### src/rtl/two_link_leg_inverse_kinematics_defines.svh
// assertion macros shared by the leg kinematics rtl
`ifndef TWO_LINK_LEG_INVERSE_KINEMATICS_DEFINES_SVH
`define TWO_LINK_LEG_INVERSE_KINEMATICS_DEFINES_SVH

// property checked outside reset
`define TLL_CHECK(name, prop) \
    name: assert property (@(posedge aclk) disable iff (!aresetn) prop) \
        else $error("leg ik check failed");

// property checked at every edge, reset included
`define TLL_CHECK_RST(name, prop) \
    name: assert property (@(posedge aclk) prop) \
        else $error("leg ik reset check failed");

`endif

### src/rtl/tllik_isqrt_cell.sv
module tllik_isqrt_cell #(
    parameter int ROOT_W = 24,
    parameter int SIDE_W = 1
) (
    input  logic                  aclk,
    input  logic                  aresetn,
    input  logic                  ce,
    input  logic                  in_valid,
    input  logic [2*ROOT_W-1:0]   in_rad,
    input  logic [ROOT_W+1:0]     in_rem,
    input  logic [ROOT_W-1:0]     in_root,
    input  logic [SIDE_W-1:0]     in_side,
    output logic                  out_valid,
    output logic [2*ROOT_W-1:0]   out_rad,
    output logic [ROOT_W+1:0]     out_rem,
    output logic [ROOT_W-1:0]     out_root,
    output logic [SIDE_W-1:0]     out_side
);

    logic                valid_reg;
    logic [2*ROOT_W-1:0] rad_reg, rad_next;
    logic [ROOT_W+1:0]   rem_reg, rem_next;
    logic [ROOT_W-1:0]   root_reg, root_next;
    logic [SIDE_W-1:0]   side_reg;
    logic [ROOT_W+1:0]   rem_sh, trial;
    logic                fits;

    // one root bit per cell, two radicand bits brought down
    assign rem_sh    = {in_rem[ROOT_W-1:0], in_rad[2*ROOT_W-1 -: 2]};
    assign trial     = {in_root, 2'b01};
    assign fits      = rem_sh >= trial;
    assign rem_next  = fits ? rem_sh - trial : rem_sh;
    assign root_next = {in_root[ROOT_W-2:0], fits};
    assign rad_next  = {in_rad[2*ROOT_W-3:0], 2'b00};

    always_ff @(posedge aclk) begin
        if (!aresetn) begin
            valid_reg <= 1'b0;
        end else if (ce) begin
            valid_reg <= in_valid;
        end
    end

    always_ff @(posedge aclk) begin
        if (ce) begin
            rad_reg  <= rad_next;
            rem_reg  <= rem_next;
            root_reg <= root_next;
            side_reg <= in_side;
        end
    end

    assign out_valid = valid_reg;
    assign out_rad   = rad_reg;
    assign out_rem   = rem_reg;
    assign out_root  = root_reg;
    assign out_side  = side_reg;

endmodule

### config.mk
export PLATFORM = sky130hd
export DESIGN_NAME = tllik_isqrt_cell
export DESIGN_NICKNAME = d
export VERILOG_FILES = /design/src/rtl/two_link_leg_inverse_kinematics_defines.svh /design/src/rtl/tllik_isqrt_cell.sv
export SDC_FILE = /design/constraint.sdc
export NUM_CORES = 1
export LEC_CHECK = 0
export BUFFER_PORTS_ARGS = -buffer_cell sky130_fd_sc_hd__buf_2
export CORE_MARGIN = 4
export CORE_UTILIZATION = 43
export CTS_CLUSTER_DIAMETER = 80
export CTS_CLUSTER_SIZE = 40
export DETAILED_ROUTE_END_ITERATION = 8
export GPL_ROUTABILITY_DRIVEN = 1
export PLACE_DENSITY = 0.87
export SLEW_MARGIN = 20
export SYNTH_ARGS = -nofsm -noshare
export SYNTH_HDL_FRONTEND = slang
export SYNTH_SLANG_ARGS = --single-unit
### constraint.sdc
create_clock -name aclk -period 2.6 [get_ports aclk]
set_input_delay 0.26 -clock aclk [delete_from_list [all_inputs] [get_ports aclk]]
set_output_delay 0.26 -clock aclk [all_outputs]
set_load 0.03 [all_outputs]
Yosys cells after proc, flatten, opt, wreduce, memory -nomap -nowiden
Cells that the tools add are included.
Cells by class
  add/sub/neg operators: 1
  $lt $le $gt $ge: 1
  mux-type cells: 1
Operators by type and width (number)
  greater-or-equal comparator 26 bit: 1
  2-to-1 mux 26 bit: 1
  subtractor 26 bit: 1
Word-level totals
  flip-flop bits (word level): 98
  output and inout bits: 100
  logic and storage cells: 8

Longest topological paths before layout
  depth after elaboration: 2
  mapped depth: 14
  mapped depth without buffers: 11

Worst setup path before layout
No wires, ideal clock.
  path kind: input port to flip-flop
  start point: in in_root[11]
  end point: reg rem_reg[12], in the netlist out_rem[12] (data pin)
  library setup time: 0.260 ns
  data arrival time: 2.463 ns
  data required time: 2.340 ns
  slack: -0.123 ns
  cell stages on the path: 13
  cell sequence: inv_1 ha_1 buf_2 nand4_2 nor4_2 o311ai_1 a31oi_1 o2111ai_1 a31o_1 buf_6 inv_4 buf_12 mux2_4
On the way
  longest elaborated chain between the ends: 2
Ends and longest elaborated chain
  start, declared: line tllik_isqrt_cell.sv:11  | input logic [ROOT_W-1:0] in_root,
  greater-or-equal comparator 26 bit: line tllik_isqrt_cell.sv:31  | assign fits = rem_sh >= trial;
  2-to-1 mux 26 bit: line tllik_isqrt_cell.sv:32  | assign rem_next = fits ? rem_sh - trial : rem_sh;
  net rem_next[12]: line tllik_isqrt_cell.sv:22  | logic [ROOT_W+1:0] rem_reg, rem_next;
  end signal, assigned: line tllik_isqrt_cell.sv:47  | rem_reg <= rem_next;
  end, declared: line tllik_isqrt_cell.sv:22
The timed path passes the listed nets, and every way through them passes these cells.
A chain may end at the register's enable or synchronous reset.

Worst setup path after layout
  start point: in in_rem[8]
  end point: reg rem_reg[25], in the netlist out_rem[25] (data pin)
On the way
  longest elaborated chain between the ends: 2
  elaborated cells between the ends (all ways): 3
Ends and longest elaborated chain
  start, declared: line tllik_isqrt_cell.sv:10  | input logic [ROOT_W+1:0] in_rem,
  subtractor 26 bit or greater-or-equal comparator 26 bit (tied branches): line tllik_isqrt_cell.sv:32, tllik_isqrt_cell.sv:31
  2-to-1 mux 26 bit (*): line tllik_isqrt_cell.sv:32
  net rem_next[25]: line tllik_isqrt_cell.sv:22
The timed path passes the listed nets; every way through them passes the cells marked *.

==> impl_metrics.yaml <==
die:
  io_pins: 203
  start_util: 0.4401
  dieArea_um2: 12840
  core_area_um2: 10840
  num_rows: 38
  fp.dieH_um: 113.3
  dieWidth_um: 113.3
route:
  wl_um: 13400
  avgViaCountPerCell: 5.119
  vias: 3942
  drc: 0
  met3_length_um: 1092
  ant_nets: 0
  highest_layer: "met4"
  wl_met1_um: 5069
  drt_iter0_drc: 250
  firstDrtPassIters: 6
  wl_per_cell_um: 17.41
  wl_met2_um: 6928
worst_setup_path:
  worst_path_max_delay_cell: "a2111oi_0"
  r2r-end: "out_valid"
  path_cells: "buf_2 -> ha_1 -> a21o_1 -> a2111oi_0 -> o211ai_1 -> a31oi_1 -> o31ai_1 -> a2111oi_2 -> xor2_1 -> a21oi_1"
  endpoint_kind: "register"
  critPathArrivalTime_ns: 2.57
  critPathKind: "primary input to register"
  cp_max_fo: 3
  reg2reg_from: "out_valid"
  startpoint_type: "primary input"
  critPathMaxStageDelay_ns: 0.41
  ff2ff_path_depth: 2
  crit_required_ns: 2.71
  ff2ff_setup_slack_ns: 1.95
logic_synthesis:
  ys_top_cells_by_area: "edfxtp_1 (61%), ha_1 (6.8%), a21oi_1 (3.7%)"
  synth_cell_types: 52
  syn_area_um2: 4771
  synth_edf_count: 97
  synth-seq-cells: 98
  ys_warn_count: 0
  synthSimpleGateAreaFrac: 0.07999
  synth.area.mux_share: 0.01993
  synth_top_family_by_area: "compound AO/OA/AOI/OAI gates"
  yosys.area_share.adder: 0.06819
  ys.flop_type: "edfxtp_1"
  synth_top_cell_area_share: 0.6105
  synth_cells: 372
  synth_xor_area_frac: 0.03672
  ys_seq_area_frac: 0.6147
  synth_compound_area_frac: 0.1319
  synth.avg_cell_area_um2: 12.82
  synthArstFlopShare: 0
  yosysTopAreaCell: "edfxtp_1"
grt:
  grt_pass1_vias: 3892
  antenna_found_initial: 1
  overflow: 0
  grt_util_all_layers: 0.2011
  grt_start_max_net_pins: 89
  grt_first_pass_wirelength_um: 19950
layout:
  layout_commonest_cell: "buf_2"
  fin_nets: 753
  fin_area_um2: 6556
  drive_gt1_frac: 0.4579
  fin_cells: 770
  area_growth_syn_to_layout_pct: 37.42
  layout_common_cells: "buf_2 (197), edfxtp_1 (97), buf_4 (56), a21oi_1 (35), inv_1 (29)"
timing:
  fin_ws_ns: 0.1458
  drv_slew: 0
  setup_viol: 0
  fin_crit_ns: 2.454
  fin_crit_sh: 0.9439
  finalHoldViolations: 0
  clock_skew_ns: 0
  fmax_mhz: 407.5
  holdWs_ns: 0.05867
  rsz0062_at_grt: "false"
place:
  dp_cells: 751
  preCtsSetupSlack_ns: -0.2508
  portBuffers: 198
  gp_congestion: 0.9157
  place_area_um2: 6284
  dp_hpwl_um: 10520
clocking:
  cts-root-buf: "clkbuf_8"
  cts_buffers: 9
  cts.sinks: 98
  clk_pin_slew_worst_paths_ns: 0.10
  cts_max_level: 3
  clock_latency_ns: 0.37
  cts_tree: "done"
  cts_buffer_depth: 2
worst_hold_path:
  min_to: "out_rad[27]"
  min_path_type: "primary input to register"
  min_from: "in_rad[25]"
  whs_path_depth: 1
pwr:
  leakagePower_uw: 0.003033
  ir_worst_vdd_uv: 306.9
  powerDensity_nw_per_um2: 663.9
run_status:
  status: "finished, final reports clean"
flow_run:
  maxCapViolCount: 0
==> Yosys cell counts (2+ instances only) <==
cell type and number:
edfxtp_1 97, a21oi_1 35, inv_1 29, ha_1 26, nor2_1 26, a21o_1 15, nand2_1 15, o21ai_0 13
xnor2_1 12, nand3_1 9, a31oi_1 8, xor2_1 8, clkbuf_1 6, mux2_4 5, nand4_1 5, nor2b_1 5
or2_2 5, buf_6 4, o21a_1 4, o31ai_1 4, a21boi_0 3, and2_1 2, and3_1 2, buf_2 2
buf_4 2, mux2i_1 2, nor3_1 2, o31a_1 2
==> per-stage QoR <==
stage                     total power, µW    util  setup TNS, ns
after floorplan                      2728       -      -0.005269
after global placement               3123  0.5796         -2.540
after detailed placement             3161  0.5796         -4.489
after CTS                            4370  0.6026              0
after global routing                 4546  0.6048              0
final                                4353  0.6048              0
==> how the worst max path moves through the flow <==
stage	from	to	slack [ns]	cells past startpoint
5_1_grt	in_root[8]	out_rem[25]	0.01	11
4_1_cts	in_root[10]	out_rem[10]	0.14	13
6_report	in_rem[8]	out_rem[25]	0.15	10
3_3_place_gp	in_rem[8]	out_rem[25]	-0.19	10
2_1_floorplan	in_root[8]	out_rem[25]	-0.005	10
3_5_place_dp	in_root[10]	out_rem[19]	-0.25	11
==> state kept, by name, indices dropped and copies added, names as in the netlist <==
name / flops
out_rem: 26
out_valid: 1
out_side: 1
out_rad: 46
out_root: 24
==> what timing repair did <==
item	CTS	global route
hold buffers	0	0
gates resized for setup	0	4
endpoints found under the setup margin	0	6
buffers inserted	0	1
==> cells by family (layout without fill, tap and decap cells) <==
family	Yosys count	after routing
flops	98	98
buf+inv	45	301
fa+ha+maj	26	26
compound gates	98	98
simple gates	77	77
xor+xnor	20	20
mux	7	7
other cells	1	3
==> area by class of cell <==
type / count / area [µm²]
Fill cell: 844 / 4284
Clock buffer: 11 / 141.4
Antenna cell: 1 / 2.502
Inverter: 30 / 117.6
Timing Repair inverter: 1 / 5.005
Clock inverter: 5 / 107.6
Sequential cell: 98 / 2933
Multi-Input combinational cell: 230 / 1648
Timing Repair Buffer: 254 / 1426
Tap cell: 140 / 175.2
==> power breakdown <==
group | switching, µW | internal, µW
Sequential | 38.4 | 1920
Clock | 542 | 673
Combinational | 741 | 442
==> worst max-delay path, delay by kind of cell <==
| family | cells | cell delay (ns) |
|---|---|---|
| xor+xnor | 1 | 0.19 |
| compound gates | 7 | 1.65 |
| buf+inv | 1 | 0.11 |
| fa+ha+maj | 1 | 0.35 |
==> per-layer routing <==
layer  GRT usage  up-vias
li1            -     1882
met5           0        -
met3     0.06203       21
met2      0.3657      184
met1      0.2225     1855
met4     0.06731        0
No activity file was read; power rests on OpenSTA's default activity.
