### src/rtl/two_link_leg_inverse_kinematics_defines.svh
// assertion macros shared by the leg kinematics rtl
`ifndef TWO_LINK_LEG_INVERSE_KINEMATICS_DEFINES_SVH
`define TWO_LINK_LEG_INVERSE_KINEMATICS_DEFINES_SVH

// property checked outside reset
`define TLL_CHECK(name, prop) \
    name: assert property (@(posedge aclk) disable iff (!aresetn) prop) \
        else $error("leg ik check failed");

// property checked at every edge, reset included
`define TLL_CHECK_RST(name, prop) \
    name: assert property (@(posedge aclk) prop) \
        else $error("leg ik reset check failed");

`endif

### src/rtl/tllik_pkg.sv
package tllik_pkg;

    localparam int LINK_W        = 15;
    localparam int SCALE_W       = 16;
    localparam int FRAC_W        = 30;
    localparam int CORDIC_STAGES = 20;
    localparam int VEC_W         = 33;
    localparam int ANGLE_W       = 25;

    localparam logic [LINK_W-1:0]  UPPER_LINK_RESET = 15'd2560;
    localparam logic [LINK_W-1:0]  LOWER_LINK_RESET = 15'd5120;
    localparam logic [LINK_W-1:0]  MIN_REACH_RESET  = 15'd2560;
    localparam logic [LINK_W-1:0]  MAX_REACH_RESET  = 15'd7424;
    localparam logic [SCALE_W-1:0] GEAR_SCALE_RESET = 16'd256;

    // 90 degrees in 2^-16 degree
    localparam logic signed [26:0] QUARTER_TURN = 27'sd5898240;
    localparam logic signed [26:0] ANGLE_LIMIT  = 27'sd23040;

    typedef enum logic [2:0] {
        REG_UPPER_LINK = 3'd0,
        REG_LOWER_LINK = 3'd1,
        REG_MIN_REACH  = 3'd2,
        REG_MAX_REACH  = 3'd3,
        REG_GEAR_SCALE = 3'd4
    } cfg_reg_t;

    // rounded atan(2^-i) in 2^-16 degree
    function automatic logic signed [ANGLE_W-1:0] atan_deg16(input logic [4:0] idx);
        logic signed [ANGLE_W-1:0] a;
        case (idx)
            5'd0:    a = 25'sd2949120;
            5'd1:    a = 25'sd1740967;
            5'd2:    a = 25'sd919879;
            5'd3:    a = 25'sd466945;
            5'd4:    a = 25'sd234379;
            5'd5:    a = 25'sd117304;
            5'd6:    a = 25'sd58666;
            5'd7:    a = 25'sd29335;
            5'd8:    a = 25'sd14668;
            5'd9:    a = 25'sd7334;
            5'd10:   a = 25'sd3667;
            5'd11:   a = 25'sd1833;
            5'd12:   a = 25'sd917;
            5'd13:   a = 25'sd458;
            5'd14:   a = 25'sd229;
            5'd15:   a = 25'sd115;
            5'd16:   a = 25'sd57;
            5'd17:   a = 25'sd29;
            5'd18:   a = 25'sd14;
            5'd19:   a = 25'sd7;
            default: a = 25'sd0;
        endcase
        return a;
    endfunction

endpackage

### src/rtl/tllik_div_cell.sv
module tllik_div_cell #(
    parameter int RW     = 25,
    parameter int SIDE_W = 1
) (
    input  logic                         aclk,
    input  logic                         aresetn,
    input  logic                         ce,
    input  logic                         in_valid,
    input  logic [RW-1:0]                in_rem,
    input  logic [RW-1:0]                in_den,
    input  logic [tllik_pkg::FRAC_W-1:0] in_quo,
    input  logic [SIDE_W-1:0]            in_side,
    output logic                         out_valid,
    output logic [RW-1:0]                out_rem,
    output logic [RW-1:0]                out_den,
    output logic [tllik_pkg::FRAC_W-1:0] out_quo,
    output logic [SIDE_W-1:0]            out_side
);

    logic                         valid_reg;
    logic [RW-1:0]                rem_reg, rem_next, den_reg;
    logic [tllik_pkg::FRAC_W-1:0] quo_reg, quo_next;
    logic [SIDE_W-1:0]            side_reg;
    logic [RW-1:0]                rem_sh;
    logic                         fits;

    // restoring step, one quotient bit per cell
    assign rem_sh   = {in_rem[RW-2:0], 1'b0};
    assign fits     = rem_sh >= in_den;
    assign rem_next = fits ? rem_sh - in_den : rem_sh;
    assign quo_next = {in_quo[tllik_pkg::FRAC_W-2:0], fits};

    always_ff @(posedge aclk) begin
        if (!aresetn) begin
            valid_reg <= 1'b0;
        end else if (ce) begin
            valid_reg <= in_valid;
        end
    end

    always_ff @(posedge aclk) begin
        if (ce) begin
            rem_reg  <= rem_next;
            den_reg  <= in_den;
            quo_reg  <= quo_next;
            side_reg <= in_side;
        end
    end

    assign out_valid = valid_reg;
    assign out_rem   = rem_reg;
    assign out_den   = den_reg;
    assign out_quo   = quo_reg;
    assign out_side  = side_reg;

endmodule

### config.mk
export PLATFORM = sky130hd
export DESIGN_NAME = tllik_div_cell
export DESIGN_NICKNAME = d
export VERILOG_FILES = /design/src/rtl/two_link_leg_inverse_kinematics_defines.svh /design/src/rtl/tllik_pkg.sv /design/src/rtl/tllik_div_cell.sv
export SDC_FILE = /design/constraint.sdc
export NUM_CORES = 1
export LEC_CHECK = 0
export BUFFER_PORTS_ARGS = -buffer_cell sky130_fd_sc_hd__buf_2
export CAP_MARGIN = 20
export CORE_ASPECT_RATIO = 0.9
export CORE_MARGIN = 5
export CORE_UTILIZATION = 49
export CTS_CLUSTER_SIZE = 28
export DETAILED_ROUTE_END_ITERATION = 8
export PLACE_DENSITY = 0.89
export SYNTH_ARGS = -nofsm -noshare
export SYNTH_HDL_FRONTEND = slang
export SYNTH_SLANG_ARGS = --single-unit
### constraint.sdc
create_clock -name aclk -period 3.21 [get_ports aclk]
set_input_delay 0.1605 -clock aclk [delete_from_list [all_inputs] [get_ports aclk]]
set_output_delay 0.1605 -clock aclk [all_outputs]
set_load 0.01 [all_outputs]
Yosys cells after proc, flatten, opt, wreduce, memory -nomap -nowiden
Cells that the tools add are included.
Widths: inputs -> output; s select.
{ "totals": {"regBits": 82, "input_bits": 85, "out_inout_bits": 82, "word_cells": 9} }
{ "op_classes": {"addsub": 1, "order_cmp": 1, "muxes": 1} }
{ "op_table": {"columns": ["op", "count"], "rows": [
  ["$ge 25x25->1", 1],
  ["$mux 25", 1],
  ["$sub 25x25->25", 1]
]} }

Logic depth before layout (Yosys ltp)
Gate-level depths: netlist of run 1.
{ "logic_depth": {"word_depth": 2, "ltp_mapped": 13, "mapped_depth_nobuf": 11} }

Least setup slack after synthesis of run 1
OpenSTA, ideal clock, no wires.
{ "synth_timing": {"path_kind": "input to register", "startpoint": "in in_den[3]", "endpoint": "reg rem_reg[11] (netlist: out_rem[11]), data pin", "setup_time_ps": 260, "t_arrival_ps": 2065, "setup_slack_ps": 884, "stages": 11, "path_buffers": 1, "path_cell_list": "inv_1 -> ha_1 -> and3_4 -> o21ai_2 -> a21oi_2 -> o22ai_2 -> o311ai_4 -> nand4_4 -> nand2_4 -> buf_12 -> mux2_4"} }
{ "synth_between": {"elab_chain_len": 2} }
{ "synth_lines": {"columns": ["element", "line_no", "source"], "rows": [
  ["from (decl)", "tllik_div_cell.sv:10", "input logic [RW-1:0] in_den,"],
  ["$sub 25x25->25 / $ge 25x25->1 (equally long branches)", "tllik_div_cell.sv:30, tllik_div_cell.sv:29", null],
  ["$mux 25 *", "tllik_div_cell.sv:30", "assign rem_next = fits ? rem_sh - in_den : rem_sh;"],
  ["named net rem_next[11]", "tllik_div_cell.sv:21", "logic [RW-1:0] rem_reg, rem_next, den_reg;"],
  ["to (signal assigned)", "tllik_div_cell.sv:43", "rem_reg <= rem_next;"],
  ["to (decl)", "tllik_div_cell.sv:21", null]
]} }
Mark *: on every way through the listed nets, which the timed path passes. The rest lies on a longest branch.
A chain may end at the register's enable or synchronous reset.

Worst setup path after layout of run 1
{ "layout_timing": {"startpoint": "in in_den[3]", "endpoint": "reg rem_reg[17] (netlist: out_rem[17]), data pin"} }
The elaborated chain is that of the path after synthesis.

==> results of run 1 <==
## worst max-delay path, stage by stage
cell and delay [ns]:
dlygate4sd3_1 0.52, buf_2 0.11, inv_1 0.04, ha_1 0.35
and3_4 0.21, o21ai_2 0.06, a21oi_2 0.20, o22ai_2 0.15
o311ai_4 0.42, nand4_4 0.17, nand2_4 0.29, buf_4 0.29
a21oi_1 0.10
## cells in the final DEF (no fill, tap or decap), types with 2 or more instances in the layout
master         instances
xnor2_1               15
ha_1                  25
nand2_1               21
mux2_4                 2
inv_1                 30
o21a_1                 4
nor2_1                26
nand4_1                4
a21oi_2                3
a21oi_1               43
inv_6                  4
xor2_1                 7
o21ai_1                4
a21boi_0               2
a21o_1                 9
nand3_1                3
buf_2                163
a211oi_1               2
clkbuf_8               9
a31oi_1                3
o21bai_1               2
and4_1                 2
edfxtp_1              81
and3_1                 2
nor2b_1                4
dlygate4sd3_1         52
o21ai_0               10
buf_4                  2
mux2_2                 4
## how the worst max path moves through the flow
| stage | from | to | cells past startpoint |
|---|---|---|---|
| 2_1_floorplan | in_den[3] | out_rem[11]$_DFFE_PP_ | 11 |
| 3_3_place_gp | in_den[3] | out_rem[20]$_DFFE_PP_ | 12 |
| 3_5_place_dp | in_den[3] | out_rem[17]$_DFFE_PP_ | 12 |
| 4_1_cts | in_den[3] | out_rem[17]$_DFFE_PP_ | 13 |
| 5_1_grt | in_den[3] | out_rem[17]$_DFFE_PP_ | 14 |
| 6_report | in_den[3] | out_rem[17]$_DFFE_PP_ | 13 |
## registers in the layout, indices dropped and copies added (netlist names)
name and count:
out_quo 30, out_rem 25, out_side 1, out_valid 1
out_den 25
## area by class of cell
cell class | instances | share of cell area [%]
Timing Repair Buffer | 217 | 23.4
Multi-Input combinational cell | 213 | 26.3
Clock buffer | 9 | 2.15
Tap cell | 119 | 2.58
Clock inverter | 7 | 1.02
Inverter | 30 | 1.95
Sequential cell | 82 | 42.5
## through the flow
step | worst slack (ns) | hold slack, ns | utilization [%] | cell area (um^2) | cells
detailed placement | 0.419 | 0.339 | 59.9 | 5060 | 609
floorplan | 0.884 | 0.259 | - | 4170 | 334
CTS | 0.255 | 0.00130 | 68.2 | 5760 | 677
finish | 0.243 | 0.0244 | 68.2 | 5760 | 677
global route | 0.0350 | 0.00867 | 68.2 | 5760 | 677
global placement | 0.498 | 0.337 | 59.9 | 5060 | 609
## metal layers
metal / vias up / wire (um)
li1: 1656 / -
met4: 0 / 166
met3: 15 / 991
met2: 165 / 5900
met1: 1579 / 4450
met5: - / 0
## power by group
group / internal [mW] / total [mW] / switching (mW)
Combinational: 0.299 / 0.654 / 0.355
Clock: 0.297 / 0.731 / 0.434
Sequential: 1.30 / 1.33 / 0.0297
## logic make-up (layout without fill, tap and decap cells)
group                      after synthesis  count (layout)  share of synthesized area (%)
AOI/OAI and AO/OA                       90              90                           13.7
DFF                                     82              82                           58.8
and+or+nand+nor                         68              68                           8.03
buffers and inverters                   39             263                           4.92
adders and majority gates               26              26                           7.97
xor gates and xnor gates                22              22                           4.62
muxes                                    7               7                           2.04
==> key figures, run 1 <==
Routing
  – Vias/cell: roughly 5
  – DR vias: 3415
  – Final wirelength: 11500 um
  – DRT antenna net count: 0
  – Drt first pass iters: 4
  – DRC: 0
  – DR WL/cell: 17.0 um
  – Starting DRT DRC Count: 122

Power
  – VDD IR max: about 0.26 mV
  – Pwr Density: ~470 mW/mm^2
  – Static leakage: between 2 and 3 nW
  – Final Total Pwr: 2.72 mW

Min path
  – Min-delay worst type: input pin to flip-flop
  – WHS Endpoint: out_valid$_SDFFE_PN0P_
  – WHS Path Cells: 2
  – HP Start: aresetn

Floorplan
  – Placeable Area: ~0.0084 mm^2
  – Die Wd: 107 um
  – Full die area: 0.0105 mm^2
  – Site row count: 32
  – Total I/O pin count: approximately 170
  – Die H: roughly 100 um
  – Initial Util: 49.4%

Layout
  – Multi-input logic area: approximately 0.0015 mm^2
  – Sequential cell area: 0.00245 mm^2
  – Layout fillers: 620
  – Ratio of cells with drive above 1 in the final layout: about 36%
  – Nets@finish: between 600 and 700
  – Antenna diode count: 0
  – Area delta synth->final: 38.1%

Global routing
  – Global-route met1 utilization: 24.8%
  – Total GRT Usage: 22.2%
  – GRT overflow: 0
  – Largest net degree at the start of global routing: 83
  – Number of global-route vias before repair: 3487
  – M3 GR Usage: 6.38%
  – Initial antenna violation count: 0
  – First-pass GRT wire length: 18000 um
  – Met2 Resource Use GR: around two fifths
  – Most Crowded Layer GR: met2

Clocking
  – CTS resizes: 0
  – CTS Sinks: 82
  – Clk Latency, worst-skew pair: 0.35 ns
  – CTS tree: done
  – Htree depth: 3
  – Total CTS buffers: 9
  – Cts hold-fix bufs: 52
  – Post-CTS Setup Bufs: 0
  – CTS clk-pin slew, worst paths: 0.09 ns
  – CTS root buf: clkbuf_8
  – Clk buf depth: 2

Timing
  – Sum Neg Setup Slack: 0 ns
  – Max-slew violations: 0
  – Tightest Pin Transition: 1.04 ns
  – Peak Freq: 337 MHz
  – Tcrit/Tclk final: 92.4%
  – Final hold vios: 0
  – Slew headroom: a little under a third
  – # setup viols final: 0
  – RSZ-0062 raised after global routing: false
  – Post-layout min period: just under 3 ns
  – Clock skew: 0 ns

Place
  – Port buffer count: 164
  – DP HPWL: ~7500 um
  – RD Place Congestion: 0.901

Worst setup path
  – Worst Path Arrival: 3.07 ns
  – Startpoint types: input pin
  – Crit path kind: input pin to flip-flop
  – Worst R2R Setup Slack: about 2.6 ns
  – Worst reg2reg endpoint: out_valid$_SDFFE_PN0P_
  – Reg2reg start: out_valid$_SDFFE_PN0P_
  – Worst EP required: 3.31 ns
  – Worst-case reg-to-reg path depth: 2
  – Critical Path Sink Type: flip-flop
  – Max FO, Critical Path: 25

Logic synthesis
  – Most frequent cell after synthesis: edfxtp_1
  – Post-synthesis cell count: 334
  – Sequential area share after synthesis: 58.8%
  – Synth area leaders: edfxtp_1, ha_1, a21oi_1
  – Synth Cell Area: around 0.0042 mm^2
  – Netlist cell types: 47
  – Synth async-reset ratio: 0%
  – Most common library cells after synthesis: edfxtp_1, a21oi_1, inv_1
  – Yosys warning count: 0
  – Share of the synthesized area in the top cell type: 58.3%
  – Post-synth EDFFs: 81
  – Main flop type after synthesis: edfxtp_1
  – Syn Area/Cell: 12.5 um^2
  – Synth area leader: edfxtp_1
  – Post-Synthesis Net Count: 445
  – Synth Register Bits: 82

Run status
  – Status: finished clean

Run
  – Max_cap viols: 0
Power figures use the tool's default switching activity.
==> inputs of run 2 (changes only) <==
--- a/config.mk
+++ b/config.mk
@@ -12,6 +12,7 @@
 export CORE_UTILIZATION = 49
 export CTS_CLUSTER_SIZE = 28
 export DETAILED_ROUTE_END_ITERATION = 8
+export GPL_TIMING_DRIVEN = 0
 export PLACE_DENSITY = 0.89
 export SYNTH_ARGS = -nofsm -noshare
 export SYNTH_HDL_FRONTEND = slang
==> run 2 against run 1 <==
- setup slack worse by 0.058 ns
- first-iteration DRC count is 74% higher
- clock power is 2% lower
- cell area is 1.9% higher
- largest cell class unchanged
==> key figures, run 2 (same netlist as run 1, synthesis figures left out) <==
Power
  – VDD IR max: 0.232 mV (-11%)
  – Cell Int Power: 1.91 mW (+0.70%)
  – Clock share of power: 26.1% (-0.8 points)
  – Static leakage: 2.64 nW (+1.8%)
  – Sw Ratio: 30.2% (+0.047 points)
  – Reg power frac: 48.5% (-0.5 points)
  – Net switching power: 0.827 mW (+0.92%)
  – Power share of the combinational group: 25.4% (+1.3 points)
  – Pwr Density: 466 mW/mm^2 (-1.1%)

Timing
  – RSZ-0062 raised after global routing: false
  – Peak Freq: 331 MHz (-1.9%)
  – Final hold vios: 0 (unchanged)
  – Post-layout min period: 3.03 ns (+0.0581 ns)
  – Sum Neg Setup Slack: 0 ns (unchanged)
  – Tcrit/Tclk final: 94.3% (+1.8 points)
  – Clock skew: 0 ns (unchanged)
  – # setup viols final: 0 (unchanged)
  – Slew headroom: 67.9% (+37 points)
  – Final worst slack: 0.184 ns (-0.0581 ns)
  – Tightest Pin Transition: 0.477 ns (-0.564 ns)
  – Max-slew violations: 0 (unchanged)

Global routing
  – Number of global-route vias before repair: 3762 (+7.9%)
  – Largest net degree at the start of global routing: 81 (-2.4%)
  – Total GRT Usage: 23.2% (+0.98 points)
  – Initial antenna violation count: 0 (unchanged)
  – First-pass GRT wire length: 18900 um (+4.8%)
  – GRT overflow: 0 (unchanged)

Worst setup path
  – Most frequent CP cell: o21ai_0
  – Worst EP required: 3.32 ns (about the same)
  – Critical Path Sink Type: flip-flop
  – Worst-case reg-to-reg path depth: 2 (unchanged)
  – Crit-path cells: dlygate4sd3_1, buf_2, inv_1, ha_1, a21o_1, a211o_1, o21ai_0, a21boi_0, o21ai_0, nor2b_1, xor2_1, a21oi_2
  – CP max-delay cell: dlygate4sd3_1
  – Worst R2R Setup Slack: 2.57 ns (-0.03 ns)
  – Worst reg2reg endpoint: out_valid$_SDFFE_PN0P_
  – Max incr delay on CP: 0.52 ns (about the same)
  – Reg2reg start: out_valid$_SDFFE_PN0P_
  – Max FO, Critical Path: 5 (-80%)
  – Crit path kind: input pin to flip-flop
  – Startpoint types: input pin
  – Worst Path Arrival: 3.13 ns (+0.06 ns)

Routing
  – DR WL/cell: 17.8 um (+4.6%)
  – Vias/cell: 5.16 (+2.3%)
  – Final wirelength: 12200 um (+6.0%)
  – DR vias: 3541 (+3.7%)
  – DRT antenna net count: 0 (unchanged)
  – Starting DRT DRC Count: 212 (+74%)
  – Drt first pass iters: 5 (+1)
  – DRC: 0 (unchanged)

Clocking
  – CTS clk-pin slew, worst paths: 0.09 ns (about the same)
  – Clk Latency, worst-skew pair: 0.35 ns (about the same)
  – Htree depth: 3 (unchanged)
  – CTS Sinks: 82 (unchanged)
  – CTS root buf: clkbuf_8
  – Clk buf depth: 2 (unchanged)
  – Total CTS buffers: 9 (unchanged)
  – CTS tree: done

Min path
  – WHS Path Cells: 1 (-1)
  – HP Start: in_den[21]
  – Min-delay worst type: input pin to flip-flop
  – WHS Endpoint: out_den[21]$_DFFE_PP_

Floorplan
  – Die Wd: 107 um (unchanged)
  – Full die area: 0.0105 mm^2 (unchanged)
  – Placeable Area: 0.00845 mm^2 (unchanged)
  – Site row count: 32 (unchanged)
  – Total I/O pin count: 167 (unchanged)
  – Die H: 97.6 um (unchanged)
  – Initial Util: 49.4% (unchanged)

Layout
  – Antenna diode count: 0 (unchanged)
  – Area delta synth->final: 40.7%
  – Largest register FFs: 30 (unchanged)
  – Ratio of cells with drive above 1 in the final layout: 36.3% (+0.67 points)
  – Highest-count cells in the layout ignoring fill and taps: buf_2, edfxtp_1, dlygate4sd3_1
  – Commonest non-fill, non-tap cell in the layout: buf_2
  – Nets@finish: 673 (+1.4%)

Run status
  – Status: finished clean

Run
  – Max_cap viols: 0 (unchanged)

Place
  – RD Place Congestion: 0.861 (-4.4%)
  – DP HPWL: 7880 um (+5.2%)
  – Setup slack at placement: 0.455 ns (+0.0359 ns)
  – Port buffer count: 164 (unchanged)
run 2: timing repair:
action                                 CTS  global route
setup endpoints to repair                0             0
endpoints found under the hold margin   51             1
setup buffers                            0             0
resized for setup                        0             0
hold buffers                            51             1
run 2: worst max-delay path, delay by kind of cell:
family / cells / cell delay [ns]
xor gates and xnor gates: 1 / 0.23
and+or+nand+nor: 1 / 0.21
buffers and inverters: 3 / 0.67
AOI/OAI and AO/OA: 6 / 1.51
adders and majority gates: 1 / 0.35
run 2: cell type report:
class	count	area, um^2
plain buffers	9	92.6
clock buffers	10	128
clock inverters	6	50.0
fillers	581	2580
inverters	30	113
multi-input cells	213	1520
flip-flops and latches	82	2450
well taps	119	149
repair buffers	217	1370
run 2: worst max-delay path by stage:
stage,end,slack [ns],startpoint,depth (start not counted)
floorplan,out_rem[11]$_DFFE_PP_,0.88,in_den[3],11
global placement,out_rem[23]$_DFFE_PP_,0.52,in_den[3],12
detailed placement,out_rem[11]$_DFFE_PP_,0.46,in_den[3],12
CTS,out_rem[23]$_DFFE_PP_,0.29,in_den[3],13
global route,out_rem[20]$_DFFE_PP_,0.13,in_den[2],13
finish,out_rem[15]$_DFFE_PP_,0.18,in_den[6],12
run 2: power by group through the flow:
| stage | Sequential [mW] | Combinational [mW] | Clock [mW] |
|---|---|---|---|
| after global placement | 1.35 | 0.604 | 0 |
| after CTS | 1.32 | 0.685 | 0.715 |
| after detailed placement | 1.35 | 0.630 | 0 |
| final | 1.33 | 0.695 | 0.714 |
| after floorplan | 1.41 | 0.316 | 0 |
| after global routing | 1.34 | 0.754 | 0.779 |
run 2: through the flow:
step / instances / hold WS [ns] / instance area, um^2 / utilization [%] / total power, mW
floorplan: 334 / 0.259 / 4170 / - / 1.73
global placement: 617 / 0.337 / 5140 / 60.9 / 1.95
detailed placement: 618 / 0.339 / 5170 / 61.2 / 1.98
CTS: 685 / 0.000403 / 5860 / 69.4 / 2.72
global route: 686 / 0.00128 / 5870 / 69.5 / 2.87
finish: 686 / 0.0179 / 5870 / 69.5 / 2.74
run 2: per-layer routing:
metal	track usage (%)	up-vias	wire, um
met2	41.1	185	6090
met3	7.24	33	1070
li1	-	1678	-
met5	0	-	0
met4	9.54	0	360
met1	25.3	1645	4680
