`src/rtl/two_link_leg_inverse_kinematics_defines.svh`:
```
// assertion macros shared by the leg kinematics rtl
`ifndef TWO_LINK_LEG_INVERSE_KINEMATICS_DEFINES_SVH
`define TWO_LINK_LEG_INVERSE_KINEMATICS_DEFINES_SVH

// property checked outside reset
`define TLL_CHECK(name, prop) \
    name: assert property (@(posedge aclk) disable iff (!aresetn) prop) \
        else $error("leg ik check failed");

// property checked at every edge, reset included
`define TLL_CHECK_RST(name, prop) \
    name: assert property (@(posedge aclk) prop) \
        else $error("leg ik reset check failed");

`endif

```
`src/rtl/tllik_pkg.sv`:
```
package tllik_pkg;

    localparam int LINK_W        = 15;
    localparam int SCALE_W       = 16;
    localparam int FRAC_W        = 30;
    localparam int CORDIC_STAGES = 20;
    localparam int VEC_W         = 33;
    localparam int ANGLE_W       = 25;

    localparam logic [LINK_W-1:0]  UPPER_LINK_RESET = 15'd2560;
    localparam logic [LINK_W-1:0]  LOWER_LINK_RESET = 15'd5120;
    localparam logic [LINK_W-1:0]  MIN_REACH_RESET  = 15'd2560;
    localparam logic [LINK_W-1:0]  MAX_REACH_RESET  = 15'd7424;
    localparam logic [SCALE_W-1:0] GEAR_SCALE_RESET = 16'd256;

    // 90 degrees in 2^-16 degree
    localparam logic signed [26:0] QUARTER_TURN = 27'sd5898240;
    localparam logic signed [26:0] ANGLE_LIMIT  = 27'sd23040;

    typedef enum logic [2:0] {
        REG_UPPER_LINK = 3'd0,
        REG_LOWER_LINK = 3'd1,
        REG_MIN_REACH  = 3'd2,
        REG_MAX_REACH  = 3'd3,
        REG_GEAR_SCALE = 3'd4
    } cfg_reg_t;

    // rounded atan(2^-i) in 2^-16 degree
    function automatic logic signed [ANGLE_W-1:0] atan_deg16(input logic [4:0] idx);
        logic signed [ANGLE_W-1:0] a;
        case (idx)
            5'd0:    a = 25'sd2949120;
            5'd1:    a = 25'sd1740967;
            5'd2:    a = 25'sd919879;
            5'd3:    a = 25'sd466945;
            5'd4:    a = 25'sd234379;
            5'd5:    a = 25'sd117304;
            5'd6:    a = 25'sd58666;
            5'd7:    a = 25'sd29335;
            5'd8:    a = 25'sd14668;
            5'd9:    a = 25'sd7334;
            5'd10:   a = 25'sd3667;
            5'd11:   a = 25'sd1833;
            5'd12:   a = 25'sd917;
            5'd13:   a = 25'sd458;
            5'd14:   a = 25'sd229;
            5'd15:   a = 25'sd115;
            5'd16:   a = 25'sd57;
            5'd17:   a = 25'sd29;
            5'd18:   a = 25'sd14;
            5'd19:   a = 25'sd7;
            default: a = 25'sd0;
        endcase
        return a;
    endfunction

endpackage

```
`src/rtl/tllik_cordic_cell.sv`:
```
module tllik_cordic_cell #(
    parameter int STAGE  = 0,
    parameter int SIDE_W = 1
) (
    input  logic                                 aclk,
    input  logic                                 aresetn,
    input  logic                                 ce,
    input  logic                                 in_valid,
    input  logic signed [tllik_pkg::VEC_W-1:0]   in_x,
    input  logic signed [tllik_pkg::VEC_W-1:0]   in_y,
    input  logic signed [tllik_pkg::ANGLE_W-1:0] in_z,
    input  logic [SIDE_W-1:0]                    in_side,
    output logic                                 out_valid,
    output logic signed [tllik_pkg::VEC_W-1:0]   out_x,
    output logic signed [tllik_pkg::VEC_W-1:0]   out_y,
    output logic signed [tllik_pkg::ANGLE_W-1:0] out_z,
    output logic [SIDE_W-1:0]                    out_side
);

    logic                                 valid_reg;
    logic signed [tllik_pkg::VEC_W-1:0]   x_reg, y_reg, x_next, y_next, xs, ys;
    logic signed [tllik_pkg::ANGLE_W-1:0] z_reg, z_next, step_angle;
    logic [SIDE_W-1:0]                    side_reg;

    assign xs         = in_x >>> STAGE;
    assign ys         = in_y >>> STAGE;
    assign step_angle = tllik_pkg::atan_deg16(5'(STAGE));

    // vectoring: rotate toward y = 0
    always_comb begin
        if (!in_y[tllik_pkg::VEC_W-1]) begin
            x_next = in_x + ys;
            y_next = in_y - xs;
            z_next = in_z + step_angle;
        end else begin
            x_next = in_x - ys;
            y_next = in_y + xs;
            z_next = in_z - step_angle;
        end
    end

    always_ff @(posedge aclk) begin
        if (!aresetn) begin
            valid_reg <= 1'b0;
        end else if (ce) begin
            valid_reg <= in_valid;
        end
    end

    always_ff @(posedge aclk) begin
        if (ce) begin
            x_reg    <= x_next;
            y_reg    <= y_next;
            z_reg    <= z_next;
            side_reg <= in_side;
        end
    end

    assign out_valid = valid_reg;
    assign out_x     = x_reg;
    assign out_y     = y_reg;
    assign out_z     = z_reg;
    assign out_side  = side_reg;

endmodule
```
`config.mk`:
```
export PLATFORM = sky130hd
export DESIGN_NAME = tllik_cordic_cell
export DESIGN_NICKNAME = d
export VERILOG_FILES = /design/src/rtl/two_link_leg_inverse_kinematics_defines.svh /design/src/rtl/tllik_pkg.sv /design/src/rtl/tllik_cordic_cell.sv
export SDC_FILE = /design/constraint.sdc
export NUM_CORES = 1
export LEC_CHECK = 0
export BUFFER_PORTS_ARGS = -buffer_cell sky130_fd_sc_hd__buf_4
export CAP_MARGIN = 10
export CELL_PAD_IN_SITES_DETAIL_PLACEMENT = 0
export CELL_PAD_IN_SITES_GLOBAL_PLACEMENT = 1
export CORE_ASPECT_RATIO = 0.6
export CORE_MARGIN = 4
export CORE_UTILIZATION = 33
export DETAILED_ROUTE_END_ITERATION = 8
export PLACE_DENSITY = 0.67
export SYNTH_ARGS = -nofsm -noshare
export SYNTH_HDL_FRONTEND = slang
export SYNTH_SLANG_ARGS = --single-unit
```
`constraint.sdc`:
```
create_clock -name aclk -period 5.65 [get_ports aclk]
set_input_delay 0.2825 -clock aclk [delete_from_list [all_inputs] [get_ports aclk]]
set_output_delay 0.2825 -clock aclk [all_outputs]
set_load 0.005 [all_outputs]
```
# Word level (Yosys, flattened, before mapping)
# Cells that the tools add are included.
totals:
  register_bits: 93
  in_bits: 96
  output_inout_bits: 93
  word_cells: 13
classes:
  add_sub_neg: 5
  muxes: 3
op_table:
  columns: ["operator", "n"]
  rows:
  - ["$mux W33", 2]
  - ["$sub A33 B33 Y33", 2]
  - ["$add A33 B33 Y33", 1]
  - ["$add A25 B23 Y25 const B", 1]
  - ["$mux W25", 1]
  - ["$sub A25 B23 Y25 const B", 1]

# Depth between registers and ports, before layout
# Gate-level depths: netlist of run 1.
logic_depth:
  ltp_word: 2
  depth_mapped: 13

# Worst setup path before layout of run 1
# No wires, ideal clock.
synth_timing:
  path_kind: "in2reg"
  startpoint: "in in_x[0] in the netlist's numbering"
  endpoint: "reg y_reg (netlist bit out_y[30]), data pin"
  t_arrival_ns: 2.674
  required_time_ns: 5.382
  setup_slack_ns: 2.708
  stages: 11
  cell_sequence: "ha_1 > fa_1 > nor2b_1 > o211ai_1 > a311o_1 > a31oi_2 > a311oi_1 > o211ai_2 > a221oi_1 > o32ai_1 > xnor2_1"
synth_via:
  elab_chain_len: 2
  elab_cells_between_ends: 3
  classes_between: "add/sub (2); mux (1)"
synth_lines:
  columns: ["item", "line_no", "rtl"]
  rows:
  - ["start: declaration", "tllik_cordic_cell.sv:9", "input logic signed [tllik_pkg::VEC_W-1:0] in_x,"]
  - ["$sub A33 B33 Y33 or $add A33 B33 Y33 (tied branches)", "tllik_cordic_cell.sv:33, tllik_cordic_cell.sv:37", null]
  - ["$mux W33 *", "tllik_cordic_cell.sv:31", "if (!in_y[tllik_pkg::VEC_W-1]) begin"]
  - ["named net y_next, one bit", "tllik_cordic_cell.sv:21", "logic signed [tllik_pkg::VEC_W-1:0] x_reg, y_reg, x_next, y_next, xs, ys;"]
  - ["end signal: assignment", "tllik_cordic_cell.sv:53", "y_reg <= y_next;"]
  - ["end: declaration", "tllik_cordic_cell.sv:21", null]
# The timed path passes the listed nets; every way through them passes the cells marked *.
# A chain may end at the register's enable or synchronous reset.

# Final worst setup path of run 1
layout_timing:
  startpoint: "in in_x[16] in the netlist's numbering"
  endpoint: "reg y_reg (netlist bit out_y[31]), data pin"
# The elaborated chain is that of the path after synthesis.

==> run summary, run 1 <==
WORST SETUP PATH
------------------------------------------------------------------------------------------
Cell-by-cell trace of the critical path                                       buf_4, inv_1, ha_1, nand2_2, or4_4, nor3_2, inv_1, o22ai_1, o221ai_1, o22ai_1, o32ai_1, xnor2_1
Kind of critical path                                                            in -> reg
Endpoint kind of the worst setup timing path                                      register
Largest incremental delay on the critical path                                      680 ps
Largest driver fanout on the critical path                                              15
Count of buffering cells on the critical path with inverters included                    3
Family with the most delay on the worst path                                  simple AND/OR/NAND/NOR gates
Startpoint type of the worst setup path                                       primary input
Slowest cell on the critical path                                             sky130_fd_sc_hd__ha_1
Data required time of the critical path                                            5750 ps
Arrival time worst endpoint                                                        3530 ps

SYNTH
------------------------------------------------------------------------------------------
Mapped cell area                                                                8378 sq um
Sequential element share of the synthesized area                                    0.3286
Cell count after synthesis                                                             929
Syn Area/Cell                                                                  9.018 sq um
Number of enable flip-flop cells after synthesis                                        91
Synth async-reset ratio                                                                  0
Post-synthesis net count                                                              1132
#FFs+latches synth                                                                      92
Count of different cell masters after synthesis                                         75
Primary flip-flop cell chosen by synthesis mapping                            sky130_fd_sc_hd__edfxtp_1
Count of yosys warnings during synthesis                                                 0

GRT
------------------------------------------------------------------------------------------
GRT overflow                                                                             0
Global-route track usage on met3                                                   0.04693
Most Crowded Layer GR                                                                 met1
Global Route Usage Sum                                                              0.1911
Largest net degree at the start of global routing                                       62
Antenna violations before repair                                                         0
Vias in the first global route                                                        6864
Wire length of the first global-routing pass                                  42060 microns
Global routing usage on met2                                                        0.2359
Met1 track demand over resource                                                     0.3273

FLOORPLANNING
------------------------------------------------------------------------------------------
Total Die Area                                                                 28080 sq um
Number of placement rows                                                                44
Std-Cell Core Area                                                             24550 sq um
Effective utilization at floorplan                                                  0.3412
Horizontal extent of the die                                                  213.7 microns
Number of primary I/O pins                                                             189
Die boundary height                                                           131.4 microns

ROUTE
------------------------------------------------------------------------------------------
Number of violations reported at the end of detailed-routing iteration 0               822
Via density per instance                                                             5.326
Routed wirelength normalized by instance count                                19.76 microns
Pre-antenna DRT Iters                                                                    5
Total number of vias                                                                  7547
Drt drc                                                                                  0
Total routed wirelength                                                       28000 microns
Antenna Violating Nets Remaining                                                         0

STA
------------------------------------------------------------------------------------------
Crit share post-route                                                               0.6064
Min Tclk post-route                                                                3426 ps
Hold violation count in the final report                                                 0
Final Max Slew Viols                                                                     0
Actual transition at the worst max-transition pin                                 836.1 ps
Slew Limit Headroom                                                                 0.4353
Setup repair after global routing missed its margin                                  false
Timing-limited maximum frequency                                                 291.9 MHz
Largest clock skew in the final design                                                0 ps
Final total negative setup slack                                                      0 ps
Final number of setup-violating endpoints                                                0
Final worst setup slack                                                            2224 ps

POWER AND IR DROP
------------------------------------------------------------------------------------------
Leakage power                                                                     4.573 nW
Pwr dens                                                                      239.7 nW/um^2
Combinational cell fraction of total power                                           0.375
Sequential Power Share                                                               0.376
Worst IR drop on VDD                                                              148.1 uV
Switch Pwr                                                                        861.4 uW
Switching share of power                                                            0.3475
Proportion of power drawn by the clock network                                       0.249
Pint                                                                              1.618 mW

CLOCK TREE
------------------------------------------------------------------------------------------
Number of CTS-inserted buffers                                                           9
Cts-stage hold buffer count                                                              0
Clock Sinks                                                                             92
Clock tree from TritonCTS                                                            built
Clock edge transition at the registers on the reported setup and hold paths          80 ps
Master cell of the clock root buffer                                          sky130_fd_sc_hd__clkbuf_16
Later-pin clock latency in the skew report                                          350 ps
Post-CTS resize count                                                                    0
CTS H-tree depth                                                                         3
Post-CTS Repair Setup Buffers                                                            0
Max Root-Sink Buffers                                                                    2

FINAL LAYOUT
------------------------------------------------------------------------------------------
Fraction of layout cells with a size suffix above 1                                 0.2064
Count of inserted antenna diode cells                                                    0
Post-layout nets                                                                      1293
Area Growth Syn to Fin                                                              23.43%

PLACED DESIGN
------------------------------------------------------------------------------------------
Placement-stage worst setup slack                                                  1931 ps
GPL Wtd Cong                                                                        0.9080
Port Buffers                                                                           188
Placed wire-length estimate after detailed placement                          22850 microns

WORST HOLD PATH
------------------------------------------------------------------------------------------
Worst min path class                                                             in -> reg

RUN STATUS
------------------------------------------------------------------------------------------
Result of the run                                                             finished, final reports clean

FLOW RUN
------------------------------------------------------------------------------------------
Max-capacitance violation count                                                          0

[cells by family (layout without fill, tap and decap cells)]
kind of cell,Yosys count,count (layout),synth area share
compound gates,303,303,0.2351
xor+xnor,70,70,0.07318
fa+ha+maj,107,107,0.1634
buf+inv,150,316,0.06900
flops,92,92,0.3286
mux,17,17,0.02046
simple gates,190,190,0.1104
[cells in the mapped netlist, types with 6 or more instances]
cell type,n,share of area
sky130_fd_sc_hd__o21ai_1,10,0.0060
sky130_fd_sc_hd__ha_1,103,0.15
sky130_fd_sc_hd__nor4_1,7,0.0052
sky130_fd_sc_hd__mux2i_1,16,0.019
sky130_fd_sc_hd__nand2_1,41,0.018
sky130_fd_sc_hd__o211ai_1,6,0.0054
sky130_fd_sc_hd__a21o_1,22,0.020
sky130_fd_sc_hd__clkbuf_1,26,0.012
sky130_fd_sc_hd__a211oi_1,11,0.0099
sky130_fd_sc_hd__o21ai_0,49,0.029
sky130_fd_sc_hd__nor2b_1,14,0.010
sky130_fd_sc_hd__edfxtp_1,91,0.33
sky130_fd_sc_hd__a21oi_1,97,0.058
sky130_fd_sc_hd__o21a_1,8,0.0072
sky130_fd_sc_hd__nor2_1,62,0.028
sky130_fd_sc_hd__xor2_1,7,0.0073
sky130_fd_sc_hd__inv_1,103,0.046
sky130_fd_sc_hd__buf_1,8,0.0036
sky130_fd_sc_hd__nand2b_1,8,0.0060
sky130_fd_sc_hd__nand4_1,8,0.0060
sky130_fd_sc_hd__o21bai_1,23,0.021
sky130_fd_sc_hd__buf_2,6,0.0036
sky130_fd_sc_hd__nor3_1,16,0.0096
sky130_fd_sc_hd__o22ai_1,10,0.0075
sky130_fd_sc_hd__xnor2_1,63,0.066
sky130_fd_sc_hd__a31oi_1,7,0.0052
sky130_fd_sc_hd__nand3_1,9,0.0054
[metal layers]
layer / vias up / wire length, microns
li1: 3661 / -
met1: 3532 / 14980
met2: 340 / 10010
met3: 14 / 2804
met4: 0 / 204
met5: - / 0
[through the flow]
step / hold slack [ps] / total power [mW] / util / cell area, sq um / instances
after global placement: 461.0 / 1.876 / 0.4093 / 10050 / 1401
after global routing: 86.63 / 2.618 / 0.4212 / 10340 / 1417
final: 98.37 / 2.479 / 0.4212 / 10340 / 1417
after floorplan: 381.4 / 1.440 / - / 8378 / 929
after CTS: 84.70 / 2.493 / 0.4212 / 10340 / 1417
after detailed placement: 462.0 / 1.868 / 0.4093 / 10050 / 1401
[state kept, by name (all words and copies together) (netlist names)]
register and count:
out_valid 1, out_y 33, out_side 1, out_x 32, out_z 25
[cell type report]
cell class | instances | area (sq um)
fillers | 2439 | 14210
well taps | 322 | 402.9
multi-input cells | 687 | 5047
flip-flops and latches | 92 | 2753
clock inverters | 6 | 52.55
repair buffers | 192 | 1441
clock buffers | 10 | 239.0
inverters | 108 | 405.4
[worst paths after layout]
path	from	endpoint	slack, ps	cells after the start
worst max-delay path	in_x[16]	out_y[31]	2220	12
worst min-delay path	in_z[6]	out_z[6]	100	1
worst max register to register	out_valid	out_valid	5050	2
worst min register to register	out_valid	out_valid	530	2
[power by group through the flow]
stage	Sequential, mW	Clock, mW	Combinational [mW]
2_1_floorplan	0.944	0	0.497
5_1_grt	0.941	0.664	1.01
6_report	0.931	0.617	0.930
4_1_cts	0.934	0.637	0.922
3_5_place_dp	0.949	0	0.919
3_3_place_gp	0.947	0	0.929
[layout by cell type, fill, tap and decap left out, types with 22 or more instances in the layout]
cell type,count
sky130_fd_sc_hd__nand2_1,41
sky130_fd_sc_hd__o21ai_0,49
sky130_fd_sc_hd__nor2_1,62
sky130_fd_sc_hd__a21oi_1,97
sky130_fd_sc_hd__ha_1,103
sky130_fd_sc_hd__buf_4,192
sky130_fd_sc_hd__xnor2_1,63
sky130_fd_sc_hd__o21bai_1,23
sky130_fd_sc_hd__edfxtp_1,91
sky130_fd_sc_hd__inv_1,103
sky130_fd_sc_hd__a21o_1,22
[worst register-to-register path, stage by stage, from the launching register on]
cell and delay, ps:
sky130_fd_sc_hd__dfxtp_1 310, sky130_fd_sc_hd__mux2i_1 120, sky130_fd_sc_hd__nor2b_1 60
No activity file was read; power rests on OpenSTA's default activity.
==> run 2: changes to the inputs <==
clock period = 3.5 ns   (was 5.65 ns; I/O delays follow)
==> run 2 against run 1 <==
Against the previous run:
- largest cell class unchanged
- highest routed layer unchanged
- register-to-register slack got worse by 2200 ps
- cell area increased by 4.3%
- first-iteration DRC count decreased by 9.5%
- combinational power increased by 70%
- die area unchanged
- worst hold slack got worse by 33 ps
- flip-flop and latch count unchanged
- critical path depth unchanged
- sequential power increased by 61%
==> run summary, run 2 (same netlist as run 1, synthesis figures left out) <==
CLOCK TREE
------------------------------------------------------------------------------------------
Master cell of the clock root buffer                                          sky130_fd_sc_hd__clkbuf_16
Clock edge transition at the registers on the reported setup and hold paths          70 ps
CTS H-tree depth                                                                         3
Post-CTS Repair Setup Buffers                                                            0
Clock tree from TritonCTS                                                            built
Later-pin clock latency in the skew report                                          350 ps
Number of CTS-inserted buffers                                                           9
Clock Sinks                                                                             92
Max Root-Sink Buffers                                                                    2

WORST SETUP PATH
------------------------------------------------------------------------------------------
Kind of critical path                                                            in -> reg
Startpoint type of the worst setup path                                       primary input
Largest driver fanout on the critical path                                               5
Data required time of the critical path                                            3580 ps
Endpoint kind of the worst setup timing path                                      register
Arrival time worst endpoint                                                        3120 ps

FINAL LAYOUT
------------------------------------------------------------------------------------------
Top library cells by usage in the layout, fill and taps aside                 230 x sky130_fd_sc_hd__buf_4, 103 x sky130_fd_sc_hd__inv_1, 103 x sky130_fd_sc_hd__ha_1
Most common cell after layout, fill and taps aside                            sky130_fd_sc_hd__buf_4
Count of inserted antenna diode cells                                                    0
# fillers                                                                             2476
Number of flip-flops in the largest register                                            33
Post-layout nets                                                                      1348
Area Growth Syn to Fin                                                              28.69%
Fraction of layout cells with a size suffix above 1                                 0.2296
Post-route standard cell area excluding fillers                                10780 sq um

STA
------------------------------------------------------------------------------------------
Final Max Slew Viols                                                                     0
Min Tclk post-route                                                                3040 ps
Final number of setup-violating endpoints                                                0
Hold_ws                                                                           65.70 ps
Crit share post-route                                                               0.8685
Actual transition at the worst max-transition pin                                  1055 ps
Hold violation count in the final report                                                 0
Timing-limited maximum frequency                                                 329.0 MHz
Slew Limit Headroom                                                                 0.2968
Setup repair after global routing missed its margin                                  false
Largest clock skew in the final design                                                0 ps
Final total negative setup slack                                                      0 ps
Final worst setup slack                                                           460.2 ps

ROUTE
------------------------------------------------------------------------------------------
Pre-antenna DRT Iters                                                                    5
Routed wirelength normalized by instance count                                19.55 microns
Total routed wirelength                                                       28770 microns
Total number of vias                                                                  7604
Drt drc                                                                                  0
Via density per instance                                                             5.166
Antenna Violating Nets Remaining                                                         0
Number of violations reported at the end of detailed-routing iteration 0               744

FLOORPLANNING
------------------------------------------------------------------------------------------
Number of primary I/O pins                                                             189
Std-Cell Core Area                                                             24550 sq um
Die boundary height                                                           131.4 microns
Horizontal extent of the die                                                  213.7 microns
Number of placement rows                                                                44
Effective utilization at floorplan                                                  0.3412
Total Die Area                                                                 28080 sq um

PLACED DESIGN
------------------------------------------------------------------------------------------
Placed wire-length estimate after detailed placement                          23240 microns
GPL Wtd Cong                                                                        0.9025
Port Buffers                                                                           188
Placement-stage worst setup slack                                                 143.2 ps
Post-DP Area                                                                   10330 sq um

POWER AND IR DROP
------------------------------------------------------------------------------------------
Leakage power                                                                     4.823 nW
Total power                                                                       4.028 mW
Pwr dens                                                                      373.6 nW/um^2
Worst IR drop on VDD                                                              223.6 uV

GRT
------------------------------------------------------------------------------------------
Wire length of the first global-routing pass                                  43460 microns
GRT overflow                                                                             0
Global Route Usage Sum                                                              0.1973
Antenna violations before repair                                                         0
Vias in the first global route                                                        7256
Largest net degree at the start of global routing                                       90

WORST HOLD PATH
------------------------------------------------------------------------------------------
Worst min path class                                                             in -> reg

RUN STATUS
------------------------------------------------------------------------------------------
Result of the run                                                             finished, final reports clean

FLOW RUN
------------------------------------------------------------------------------------------
Max-capacitance violation count                                                          0

-- run 2: changes by cell type in the layout (fill, tap and decap cells not counted) --
cell	previous run	this run
sky130_fd_sc_hd__inv_6	3	2
sky130_fd_sc_hd__clkinv_4	0	1
sky130_fd_sc_hd__dlygate4sd3_1	0	17
sky130_fd_sc_hd__buf_4	192	230
sky130_fd_sc_hd__clkbuf_8	1	0
sky130_fd_sc_hd__inv_8	1	0
sky130_fd_sc_hd__clkinv_2	0	2
-- run 2: layout make-up --
type / instances / area, sq um / area share
repair buffers: 247 / 1897 / 0.1759
multi-input cells: 687 / 5047 / 0.4681
well taps: 322 / 402.9 / 0.03737
clock inverters: 7 / 51.30 / 0.004758
inverters: 108 / 405.4 / 0.03760
clock buffers: 9 / 225.2 / 0.02089
flip-flops and latches: 92 / 2753 / 0.2553
-- run 2: metrics by stage --
stage / cells / utilization
after floorplan: 929 / -
after global placement: 1439 / 0.4209
after detailed placement: 1439 / 0.4209
after CTS: 1472 / 0.4391
after global routing: 1472 / 0.4391
final: 1472 / 0.4391
-- run 2: final timing paths --
kind	from	endpoint	slack, ps	cells after the start
setup / recovery	in_x[0]	out_y[30]	460	12
hold / removal	aresetn	out_valid	70	2
setup reg to reg	out_valid	out_valid	2880	2
hold reg to reg	out_valid	out_valid	550	2
-- run 2: critical path, cell delays in order --
cell and delay [ps]:
sky130_fd_sc_hd__buf_4 120, sky130_fd_sc_hd__ha_1 230, sky130_fd_sc_hd__fa_1 400, sky130_fd_sc_hd__nor2b_1 170
sky130_fd_sc_hd__o211ai_1 210, sky130_fd_sc_hd__a311o_1 270, sky130_fd_sc_hd__a31oi_2 130, sky130_fd_sc_hd__a311oi_1 510
sky130_fd_sc_hd__o211ai_2 210, sky130_fd_sc_hd__a221oi_1 350, sky130_fd_sc_hd__o32ai_1 170, sky130_fd_sc_hd__xnor2_1 170
-- run 2: per-layer routing --
metal  GRT usage  share of wire  routed length [microns]
met4     0.02451         0.0043                      123
met5           0              0                        0
met1      0.3367           0.55                    15740
met3     0.04026          0.078                     2246
met2      0.2533           0.37                    10670
-- run 2: what timing repair did --
item                                   CTS  global route
hold buffers                            17             0
endpoints found under the hold margin   17             0
resized for setup                        0             0
-- run 2: where the power goes --
| part | internal, mW | switching [mW] |
|---|---|---|
| sequential | 1.44 | 0.0676 |
| clock | 0.486 | 0.453 |
| combinational | 0.729 | 0.856 |
| total | 2.65 | 1.38 |
==> run 3: changes to the inputs <==
CORE_UTILIZATION = 40   (was 33)
PLACE_DENSITY = 0.79   (was 0.67)
==> run 3 against run 2 <==
Against the previous run:
- clock-buffer cell count stayed put
- cell area shrank 0.53%
- worst setup slack worse by 88 ps
- routed wire length decreased by 1.9%
- combinational power barely moved
- register-to-register slack barely moved
- worst hold slack lost 7.0 ps
- via count rose by 3.7%
- flip-flop and latch count unchanged
- critical endpoint is now out_y[29]
- largest power group unchanged
==> run summary, run 3 (same netlist as run 1, synthesis figures left out) <==
FLOORPLANNING
------------------------------------------------------------------------------------------
Horizontal extent of the die                                                  194.8 microns
Std-Cell Core Area                                                             20270 sq um
Number of primary I/O pins                                                             189
Number of placement rows                                                                40
Effective utilization at floorplan                                                  0.4133
Total Die Area                                                                 23400 sq um
Die boundary height                                                           120.1 microns

CLOCK TREE
------------------------------------------------------------------------------------------
Post-CTS resize count                                                                    0
Clock Sinks                                                                             92
Clock edge transition at the registers on the reported setup and hold paths          80 ps
Later-pin clock latency in the skew report                                          360 ps
Max Root-Sink Buffers                                                                    2
Number of CTS-inserted buffers                                                           9
CTS H-tree depth                                                                         3
Post-CTS Repair Setup Buffers                                                            0
Master cell of the clock root buffer                                          sky130_fd_sc_hd__clkbuf_16
Clock tree from TritonCTS                                                            built

FINAL LAYOUT
------------------------------------------------------------------------------------------
Number of flip-flops in the largest register                                            33
Final cell utilization of the core                                                  0.5291
Top library cells by usage in the layout, fill and taps aside                 227 x sky130_fd_sc_hd__buf_4, 103 x sky130_fd_sc_hd__inv_1, 103 x sky130_fd_sc_hd__ha_1
Fraction of layout cells with a size suffix above 1                                 0.2276
Area Growth Syn to Fin                                                              28.00%
Most common cell after layout, fill and taps aside                            sky130_fd_sc_hd__buf_4
Post-layout nets                                                                      1345
Count of inserted antenna diode cells                                                    0

ROUTE
------------------------------------------------------------------------------------------
Routed wirelength normalized by instance count                                19.88 microns
Via density per instance                                                             5.552
Number of violations reported at the end of detailed-routing iteration 0               768
Total number of vias                                                                  7884
Total routed wirelength                                                       28230 microns
Drt drc                                                                                  0
Pre-antenna DRT Iters                                                                    5
Antenna Violating Nets Remaining                                                         0

STA
------------------------------------------------------------------------------------------
Final Max Slew Viols                                                                     0
Hold violation count in the final report                                                 0
Actual transition at the worst max-transition pin                                 995.2 ps
Setup repair after global routing missed its margin                                  false
Slew Limit Headroom                                                                 0.3366
Min Tclk post-route                                                                3128 ps
Timing-limited maximum frequency                                                 319.7 MHz
Final total negative setup slack                                                      0 ps
Crit share post-route                                                               0.8937
Final number of setup-violating endpoints                                                0
Largest clock skew in the final design                                                0 ps

POWER AND IR DROP
------------------------------------------------------------------------------------------
Pwr dens                                                                      381.6 nW/um^2
Worst IR drop on VDD                                                              257.6 uV
Leakage power                                                                     4.820 nW

GRT
------------------------------------------------------------------------------------------
Wire length of the first global-routing pass                                  43210 microns
Vias in the first global route                                                        7287
Antenna violations before repair                                                         0
Global Route Usage Sum                                                              0.2346
Largest net degree at the start of global routing                                       75
GRT overflow                                                                             0

WORST SETUP PATH
------------------------------------------------------------------------------------------
Kind of critical path                                                            in -> reg
Startpoint type of the worst setup path                                       primary input
Largest driver fanout on the critical path                                               9
Register-to-Register Path Depth                                                          2
Cell-by-cell trace of the critical path                                       buf_4, inv_1, ha_1, nor2_2, o211ai_1, a31oi_1, o31ai_2, o41ai_2, a221oi_2, o311a_1, o211ai_1, xnor2_1
Most prevalent standard cell on the critical path                             sky130_fd_sc_hd__o211ai_1
Endpoint kind of the worst setup timing path                                      register
Largest incremental delay on the critical path                                      490 ps
Slowest cell on the critical path                                             sky130_fd_sc_hd__o41ai_2
Arrival time worst endpoint                                                        3230 ps
Data required time of the critical path                                            3600 ps

PLACED DESIGN
------------------------------------------------------------------------------------------
Port Buffers                                                                           188
GPL Wtd Cong                                                                        0.9416
Placed wire-length estimate after detailed placement                          22670 microns

FLOW RUN
------------------------------------------------------------------------------------------
Max-capacitance violation count                                                          0

RUN STATUS
------------------------------------------------------------------------------------------
Result of the run                                                             finished, final reports clean

WORST HOLD PATH
------------------------------------------------------------------------------------------
Count of cells along the worst hold path                                                 2
Worst min path class                                                             in -> reg

run 3: cell types whose count changed in the layout (fill, tap and decap cells not counted):
cell / delta
sky130_fd_sc_hd__buf_4: -3
sky130_fd_sc_hd__clkinv_2: -2
sky130_fd_sc_hd__clkinv_8: +2
sky130_fd_sc_hd__clkinvlp_4: -1
sky130_fd_sc_hd__inv_8: +1
run 3: metrics by stage:
| step | power (mW) | worst slack (ps) | instances | hold WS [ps] | cell area (sq um) |
|---|---|---|---|---|---|
| 2_1_floorplan | 2.325 | 665.4 | 929 | 273.9 | 8378 |
| 3_3_place_gp | 3.057 | 154.4 | 1387 | 352.8 | 10250 |
| 3_5_place_dp | 3.066 | 105.6 | 1387 | 354.5 | 10250 |
| 4_1_cts | 4.097 | 470.3 | 1420 | 45.41 | 10720 |
| 5_1_grt | 4.302 | 269.6 | 1420 | 59.48 | 10720 |
| 6_report | 4.092 | 372.0 | 1420 | 58.72 | 10720 |
run 3: power breakdown:
part	total [mW]	internal (mW)	leakage [nW]	switching, mW
Combinational	1.59	0.720	3.78	0.870
Sequential	1.49	1.44	0.899	0.0575
Clock	1.01	0.506	0.144	0.504
Total	4.09	2.66	4.82	1.43
run 3: cell type report:
class | count | area, sq um
multi-input cells | 687 | 5047
flip-flops and latches | 92 | 2753
clock buffers | 9 | 225.2
fillers | 1911 | 9545
well taps | 273 | 341.6
clock inverters | 7 | 77.57
repair buffers | 244 | 1874
inverters | 108 | 405.4
run 3: per-layer routing:
metal / track usage / share of wire
met5: 0 / 0
met4: 0.03880 / 0.010
met3: 0.07351 / 0.11
met2: 0.2965 / 0.36
met1: 0.3823 / 0.52
run 3: what timing repair did:
item | CTS | global route
hold buffers | 17 | 0
endpoints found under the setup margin | 0 | 0
hold endpoints to repair | 17 | 0
run 3: path summary, 6_finish.rpt:
check / from / endpoint / slack [ps]
worst max-delay path: in_x[3] / out_y[29] / 370
worst min-delay path: aresetn / out_valid / 60
worst max register to register: out_valid / out_valid / 2870
worst min register to register: out_valid / out_valid / 550
run 3: worst max-delay path: cells and delay by family:
family                   cells  cell delay [ps]
AND/OR/NAND/NOR              1              180
adder cells (fa/ha/maj)      1              430
XOR/XNOR                     1              130
AO/OA/AOI/OAI                7             2200
buffers and inverters        2              130
